**config.mk**
```make
export PLATFORM = sky130hd
export DESIGN_NAME = pausable_stopwatch
export DESIGN_NICKNAME = d
export VERILOG_FILES = /design/src/rtl/psw_pkg.sv /design/src/rtl/psw_core.sv /design/src/rtl/pausable_stopwatch.sv
export SDC_FILE = /design/constraint.sdc
export NUM_CORES = 2
export LEC_CHECK = 0
export BUFFER_PORTS_ARGS = -buffer_cell sky130_fd_sc_hd__buf_2
export CORE_ASPECT_RATIO = 0.7
export CORE_MARGIN = 2
export CORE_UTILIZATION = 40
export DETAILED_ROUTE_END_ITERATION = 10
export PLACE_DENSITY_LB_ADDON = 0.12
export REMOVE_ABC_BUFFERS = 1
export SETUP_SLACK_MARGIN = 0.5
export SYNTH_ARGS = -nofsm -noshare
export SYNTH_HDL_FRONTEND = slang
export SYNTH_SLANG_ARGS = --single-unit
```
**constraint.sdc**
```tcl
create_clock -name clk -period 16.5 [get_ports clk]
set_clock_uncertainty 0.15 [all_clocks]
set_input_delay 1.65 -clock clk [delete_from_list [all_inputs] [get_ports clk]]
set_output_delay 1.65 -clock clk [all_outputs]
set_load 0.005 [all_outputs]
```
**src/rtl/psw_pkg.sv**
```systemverilog
// Shared types, widths and command/mode codes for the pausable stopwatch.
`default_nettype none

package psw_pkg;

  localparam int COUNT_WIDTH = 32;
  localparam int TS_WIDTH    = 32;
  localparam int AMT_WIDTH   = 32;
  localparam int OP_WIDTH    = 4;
  localparam int MODE_WIDTH  = 2;
  localparam int OUT_WIDTH   = 32;

  localparam int IN_FIELDS_W  = OP_WIDTH + TS_WIDTH + AMT_WIDTH;
  localparam int IN_DATA_W    = ((IN_FIELDS_W + 7) / 8) * 8;
  localparam int OUT_FIELDS_W = MODE_WIDTH + 3 * OUT_WIDTH;
  localparam int OUT_DATA_W   = ((OUT_FIELDS_W + 7) / 8) * 8;

  typedef logic [COUNT_WIDTH-1:0] cnt_t;
  typedef logic [TS_WIDTH-1:0]    ts_t;
  typedef logic [OP_WIDTH-1:0]    op_t;
  typedef logic [MODE_WIDTH-1:0]  mode_t;

  localparam op_t OP_START      = 4'd0;
  localparam op_t OP_PAUSE      = 4'd1;
  localparam op_t OP_RESUME     = 4'd2;
  localparam op_t OP_STOP       = 4'd3;
  localparam op_t OP_ADD_TIME   = 4'd4;
  localparam op_t OP_ADD_ACTIVE = 4'd5;
  localparam op_t OP_SUB_TIME   = 4'd6;
  localparam op_t OP_SUB_ACTIVE = 4'd7;
  localparam op_t OP_CLEAR      = 4'd8;
  localparam op_t OP_QUERY      = 4'd9;

  localparam mode_t MODE_STOPPED = 2'd0;
  localparam mode_t MODE_STARTED = 2'd1;
  localparam mode_t MODE_PAUSED  = 2'd2;

  typedef struct packed {
    op_t                  opcode;
    ts_t                  timestamp;
    logic [AMT_WIDTH-1:0] amount;
  } cmd_t;

  typedef struct packed {
    mode_t mode;
    ts_t   segment_start;
    ts_t   pause_mark;
    cnt_t  elapsed_acc;
    cnt_t  active_acc;
    cnt_t  paused_acc;
  } sw_state_t;

  typedef struct packed {
    mode_t                run_state;
    logic [OUT_WIDTH-1:0] elapsed_total;
    logic [OUT_WIDTH-1:0] active_total;
    logic [OUT_WIDTH-1:0] paused_total;
  } result_t;

endpackage

`default_nettype wire

```
**src/rtl/psw_core.sv**
```systemverilog
// Next-state and result logic for one stopwatch command.
`default_nettype none

module psw_core
  import psw_pkg::*;
(
  input  cmd_t      cmd,
  input  sw_state_t cur,
  output sw_state_t nxt,
  output result_t   res
);

  cnt_t  run_d;
  cnt_t  pause_d;
  cnt_t  amt;
  cnt_t  open_d;
  cnt_t  e_out;
  cnt_t  a_out;
  cnt_t  p_out;
  ts_t   run_ts;
  ts_t   pause_ts;

  always_comb begin
    run_ts   = cmd.timestamp - cur.segment_start;
    pause_ts = cmd.timestamp - cur.pause_mark;
    run_d    = cnt_t'(run_ts);
    pause_d  = cnt_t'(pause_ts);
    amt      = cnt_t'(cmd.amount);
  end

  always_comb begin
    nxt = cur;
    unique case (cmd.opcode)
      OP_START: begin
        nxt.elapsed_acc   = '0;
        nxt.segment_start = cmd.timestamp;
        nxt.mode          = MODE_STARTED;
      end
      OP_PAUSE: begin
        if (cur.mode == MODE_STARTED) begin
          nxt.active_acc  = cur.active_acc + run_d;
          nxt.elapsed_acc = cur.elapsed_acc + run_d;
          nxt.pause_mark  = cmd.timestamp;
          nxt.mode        = MODE_PAUSED;
        end
      end
      OP_RESUME: begin
        if (cur.mode == MODE_PAUSED) begin
          nxt.paused_acc    = cur.paused_acc + pause_d;
          nxt.elapsed_acc   = cur.elapsed_acc + pause_d;
          nxt.segment_start = cmd.timestamp;
          nxt.mode          = MODE_STARTED;
        end
      end
      OP_STOP: begin
        if (cur.mode == MODE_STARTED) begin
          nxt.active_acc  = cur.active_acc + run_d;
          nxt.elapsed_acc = cur.elapsed_acc + run_d;
        end else if (cur.mode == MODE_PAUSED) begin
          // paused time since the mark counts toward elapsed only
          nxt.elapsed_acc = cur.elapsed_acc + pause_d;
        end
        nxt.mode = MODE_STOPPED;
      end
      OP_ADD_TIME: begin
        nxt.elapsed_acc = cur.elapsed_acc + amt;
      end
      OP_ADD_ACTIVE: begin
        nxt.active_acc  = cur.active_acc + amt;
        nxt.elapsed_acc = cur.elapsed_acc + amt;
      end
      OP_SUB_TIME: begin
        nxt.elapsed_acc = cur.elapsed_acc - amt;
      end
      OP_SUB_ACTIVE: begin
        nxt.active_acc  = cur.active_acc - amt;
        nxt.elapsed_acc = cur.elapsed_acc - amt;
      end
      OP_CLEAR: begin
        // a stop followed by zeroing leaves only the mode to set
        nxt.elapsed_acc = '0;
        nxt.active_acc  = '0;
        nxt.paused_acc  = '0;
        nxt.mode        = MODE_STOPPED;
      end
      default: begin
        // query and unused codes leave the state alone
      end
    endcase
  end

  // bring totals up to the timestamp using the updated marks
  always_comb begin
    open_d = '0;
    e_out  = nxt.elapsed_acc;
    a_out  = nxt.active_acc;
    p_out  = nxt.paused_acc;
    if (nxt.mode == MODE_STARTED) begin
      open_d = cnt_t'(ts_t'(cmd.timestamp - nxt.segment_start));
      e_out  = nxt.elapsed_acc + open_d;
      a_out  = nxt.active_acc + open_d;
    end else if (nxt.mode == MODE_PAUSED) begin
      open_d = cnt_t'(ts_t'(cmd.timestamp - nxt.pause_mark));
      e_out  = nxt.elapsed_acc + open_d;
      p_out  = nxt.paused_acc + open_d;
    end
    res.run_state     = nxt.mode;
    res.elapsed_total = OUT_WIDTH'(e_out);
    res.active_total  = OUT_WIDTH'(a_out);
    res.paused_total  = OUT_WIDTH'(p_out);
  end

endmodule

`default_nettype wire

```
**src/rtl/pausable_stopwatch.sv**
```systemverilog
// Top level of the pausable stopwatch: input register, state, result register.
`default_nettype none

// Pausable stopwatch. Each input beat carries an opcode, the current timestamp
// and an amount; each beat yields exactly one output beat with the run state
// and the elapsed, active and paused totals brought up to that timestamp.
// Each command passes the input register and then the result register
// before its output beat goes valid; an output stall can hold it between. One
// command is accepted every cycle as long as the output side keeps taking
// beats; while the output stalls, the block holds at most two commands and
// then drops s_tready. The state update and the result come from one pass of
// subtract/add logic between the two registers.

module pausable_stopwatch
  import psw_pkg::*;
(
  input  wire logic                  clk,
  input  wire logic                  rst,
  input  wire logic                  s_tvalid,
  output logic                       s_tready,
  // [3:0] opcode, [35:4] timestamp, [67:36] amount, rest zero
  input  wire logic [IN_DATA_W-1:0]  s_tdata,
  output logic                       m_tvalid,
  input  wire logic                  m_tready,
  // [1:0] run_state, [33:2] elapsed_total, [65:34] active_total,
  // [97:66] paused_total, rest zero
  output logic [OUT_DATA_W-1:0]      m_tdata
);

  logic      cmd_valid;
  cmd_t      cmd;
  sw_state_t state;
  sw_state_t state_next;
  result_t   res_next;
  result_t   res;
  logic      advance;

  assign advance  = !m_tvalid || m_tready;
  assign s_tready = !cmd_valid || advance;

  always_ff @(posedge clk) begin
    if (rst) begin
      cmd_valid <= 1'b0;
    end else if (s_tready) begin
      cmd_valid <= s_tvalid;
    end
    if (s_tready && s_tvalid) begin
      cmd.opcode    <= s_tdata[OP_WIDTH-1:0];
      cmd.timestamp <= s_tdata[OP_WIDTH +: TS_WIDTH];
      cmd.amount    <= s_tdata[OP_WIDTH+TS_WIDTH +: AMT_WIDTH];
    end
  end

  psw_core u_core (
    .cmd (cmd),
    .cur (state),
    .nxt (state_next),
    .res (res_next)
  );

  always_ff @(posedge clk) begin
    if (rst) begin
      state.mode          <= MODE_STOPPED;
      state.segment_start <= '0;
      state.pause_mark    <= '0;
      state.elapsed_acc   <= '0;
      state.active_acc    <= '0;
      state.paused_acc    <= '0;
      m_tvalid            <= 1'b0;
    end else if (advance) begin
      m_tvalid <= cmd_valid;
      if (cmd_valid) begin
        state <= state_next;
      end
    end
    if (advance && cmd_valid) begin
      res <= res_next;
    end
  end

  always_comb begin
    m_tdata = '0;
    m_tdata[MODE_WIDTH-1:0]                   = res.run_state;
    m_tdata[MODE_WIDTH +: OUT_WIDTH]          = res.elapsed_total;
    m_tdata[MODE_WIDTH+OUT_WIDTH +: OUT_WIDTH] = res.active_total;
    m_tdata[MODE_WIDTH+2*OUT_WIDTH +: OUT_WIDTH] = res.paused_total;
  end

endmodule

`default_nettype wire

```
==> summary.md <==
| Metric | Value |
|---|---|
| Outcome | `finished clean` |
| Nets | `5160` |
| Clock tree from TritonCTS | `done` |
| Clock latency at the later pin of the worst-skew pair | `~620 ps` |
| Arrival time at the worst endpoint | `just over 10000 ps` |
| RSZ-0062 raised after global routing | `no` |
| Most frequent standard cell in the layout excluding fill and tap cells | `sky130_fd_sc_hd__nor2_1` |
| Number of global-route vias before repair | `29987` |
| Number of failing hold endpoints at the final stage | `0` |
| Die Outline Area | `91400 sq um` |
| Critical path required time | `16690 ps` |
| Post CTS Setup Buffer Count | `0` |
| CTS clk-pin slew, worst paths | `roughly 60 ps` |
| Met2 wire length | `44700 um` |
| Area share of the largest cell type after synthesis | `14.9%` |
| DRT iter0 DRCs | `2915` |
| Maxcap violations | `0` |
| DIE WIDTH | `360 um` |
| Number of DRC violations after detailed routing | `0` |
| Overall global routing resource usage | `roughly 25%` |
| Share of post-route cells with drive strength above 1 | `7.76%` |
| Top routing layer in use | `met4` |
| Final std cells w/o fill | `about 5800` |
| Static Leak | `16.9 nW` |
| Yosys warnings | `0` |
| ANT nets after route | `0` |
| Initial standard-cell utilization of the core | `40.4%` |
| Synth Instances | `roughly 4500` |
| Total number of vias | `33138` |
| Class of the tightest hold or removal check | `flip-flop to flip-flop` |
| Root buffer cell | `sky130_fd_sc_hd__clkbuf_16` |
| Crit-path max cell delay | `670 ps` |
| Core region area | `88100 sq um` |
| Final GP Congestion | `0.939` |
| CTS hold repair buffers | `0` |
| Pin count of the biggest net entering global routing | `113` |
| Number of buffers added on ports | `171` |
| H-tree depth | `2` |
| Post-Syn Area | `around 36000 sq um` |
| Leading cell types by total area after synthesis | `sky130_fd_sc_hd__ha_1 15%, sky130_fd_sc_hd__edfxtp_1 14%, sky130_fd_sc_hd__dfxtp_1 9.2%` |
| Top cell type by total area after synthesis | `sky130_fd_sc_hd__ha_1` |
| Maximum buffer depth of the clock tree | `3` |
| Type of the worst setup path | `flip-flop to flip-flop` |
| Placed Cells | `5766` |
| Io pins | `182` |
| Cell with the largest stage delay on the worst path | `sky130_fd_sc_hd__a2111oi_0` |
| Overall routed net length | `117000 um` |
| Flops & latches, synth | `330` |
| Clk sink count | `330` |
| Measured slew at the worst slew-check pin | `1390 ps` |
| Setup WS post-layout | `~6400 ps` |
| Routed wirelength normalized by instance count | `20.0 um` |
| Wire length of the first global-routing pass | `176000 um` |
| Core Rows | `91` |
| Kind of capture point of the worst setup path | `flip-flop` |
| Metal3 WL | `8460 um` |
| Final slew viol count | `0` |
| Proportion of synthesized chip area in sequential cells | `23.2%` |
| Most frequent cells in the layout | `531 x sky130_fd_sc_hd__nor2_1, 439 x sky130_fd_sc_hd__a21oi_1, 423 x sky130_fd_sc_hd__ha_1, 346 x sky130_fd_sc_hd__nand2_1, 269 x sky130_fd_sc_hd__inv_1` |
| Post-route clock period utilization | `61.2%` |
| First-pass DRT Iterations | `6` |
| Remaining Overflow, GRT | `0` |
| CTS Buf Count | `41` |
| Layout Area Growth over Synthesis | `10.2%` |
| Crit path time final | `10100 ps` |
| Cells resized by post-CTS repair | `0` |
| Startpoint types | `flip-flop` |
| EDFF count, synth | `around 170` |
| Largest fanout of any net on the critical path | `7` |
| Diode count | `0` |
| Avg Cell Area, Syn | `7.85 sq um` |
| Most common flop cell mapped by yosys | `sky130_fd_sc_hd__edfxtp_1` |
| Accumulated negative setup slack | `0 ps` |
| Antenna violations before repair | `3` |
| Relative slew margins | `6.30%` |
| Height of the chip | `253 um` |
| Total half-perimeter wirelength after legalization and detailed placement | `a little over 90000 um` |
| Fraction of synthesis flops using an asynchronous set or reset pin | `0%` |
| M1 WL | `61800 um` |
| Via-to-Cell Ratio | `~5.7` |
| VDD IR max | `0.0648 mV` |
| Power per standard cell area | `95.1 nW/um^2` |
| Post-Place Setup Slack | `roughly 6700 ps` |
| Total setup violations reported at the end of the flow | `0` |
| Achievable Freq | `99.0 MHz` |
| Most frequent cell on the critical path | `sky130_fd_sc_hd__a21oi_1` |
| Netlist cell types | `85` |
cell families (layout without fill, tap and decap cells):
| logic type | after synthesis | after routing | synth area share (%) |
|---|---|---|---|
| buffers and inverters | 424 | 568 | 4.55 |
| DFF | 330 | 330 | 23.2 |
| and+or+nand+nor | 1409 | 1409 | 18.2 |
| adders and majority gates | 444 | 444 | 15.9 |
| xor gates and xnor gates | 405 | 405 | 9.97 |
| AOI/OAI and AO/OA | 1466 | 1466 | 26.6 |
| muxes | 52 | 52 | 1.48 |
| other | 1 | 6 | 0.0105 |
final timing paths:
check / startpoint / to / slack [ps] / cells after the start
setup / recovery: cmd[32] / m_tdata[33] / 6400 / 35
hold / removal: state[111] / state[111] / 320 / 2
setup reg to reg: cmd[32] / m_tdata[33] / 6400 / 35
hold reg to reg: state[111] / state[111] / 320 / 2
synth_stat cells, types with 70 or more instances:
master	n
sky130_fd_sc_hd__xor2_1	154
sky130_fd_sc_hd__ha_1	423
sky130_fd_sc_hd__o21a_1	70
sky130_fd_sc_hd__o21ai_0	250
sky130_fd_sc_hd__edfxtp_1	166
sky130_fd_sc_hd__a21o_1	134
sky130_fd_sc_hd__a21oi_1	440
sky130_fd_sc_hd__xnor2_1	251
sky130_fd_sc_hd__clkbuf_1	140
sky130_fd_sc_hd__dfxtp_1	164
sky130_fd_sc_hd__nor3_1	120
sky130_fd_sc_hd__nand2_1	347
sky130_fd_sc_hd__a211oi_1	150
sky130_fd_sc_hd__nor2_1	533
sky130_fd_sc_hd__nand3_1	72
sky130_fd_sc_hd__inv_1	269
power by group:
part	switching (mW)	leakage, nW	internal (mW)
registers	0.0578	2.95	0.932
logic	1.06	13.2	0.687
clock network	0.422	0.675	0.568
area by class of cell:
type                            instances  area [sq um]
Clock inverter                         31           372
Sequential cell                       330          8270
Fill cell                            8947         48900
Clock buffer                           45          1060
Tap cell                             1162          1450
Multi-Input combinational cell       3782         25800
Timing Repair Buffer                  222          1240
Inverter                              270          1020
flip-flops by register name (all words and copies together) (netlist names):
signal     count
cmd           68
cmd_valid      1
m_tdata       98
m_tvalid       1
state        162
routing by layer:
layer  track usage (%)  up-vias
li1                  -    16806
met1              39.7    15295
met2              35.0      940
met3              3.33       97
met4              4.63        0
met5                 0        -
stage by stage:
stage	total power, mW	hold WS, ps	instance area [sq um]	utilization [%]
6_report	3.73	321	39200	44.5
2_1_floorplan	2.26	292	35000	-
3_3_place_gp	2.71	307	37700	42.8
5_1_grt	3.98	336	39200	44.5
3_5_place_dp	2.71	310	37700	42.8
4_1_cts	3.72	318	39200	44.5
worst max-delay path, delay by kind of cell, from the launching register on:
kind / cells / cell delay [ps]
adder cells (fa/ha/maj): 4 / 1520
buffers and inverters: 3 / 530
AO/OA/AOI/OAI: 23 / 6040
flip-flops: 1 / 490
XOR/XNOR: 2 / 230
AND/OR/NAND/NOR: 3 / 860
Note: power is estimated with default switching activity, not from simulation.
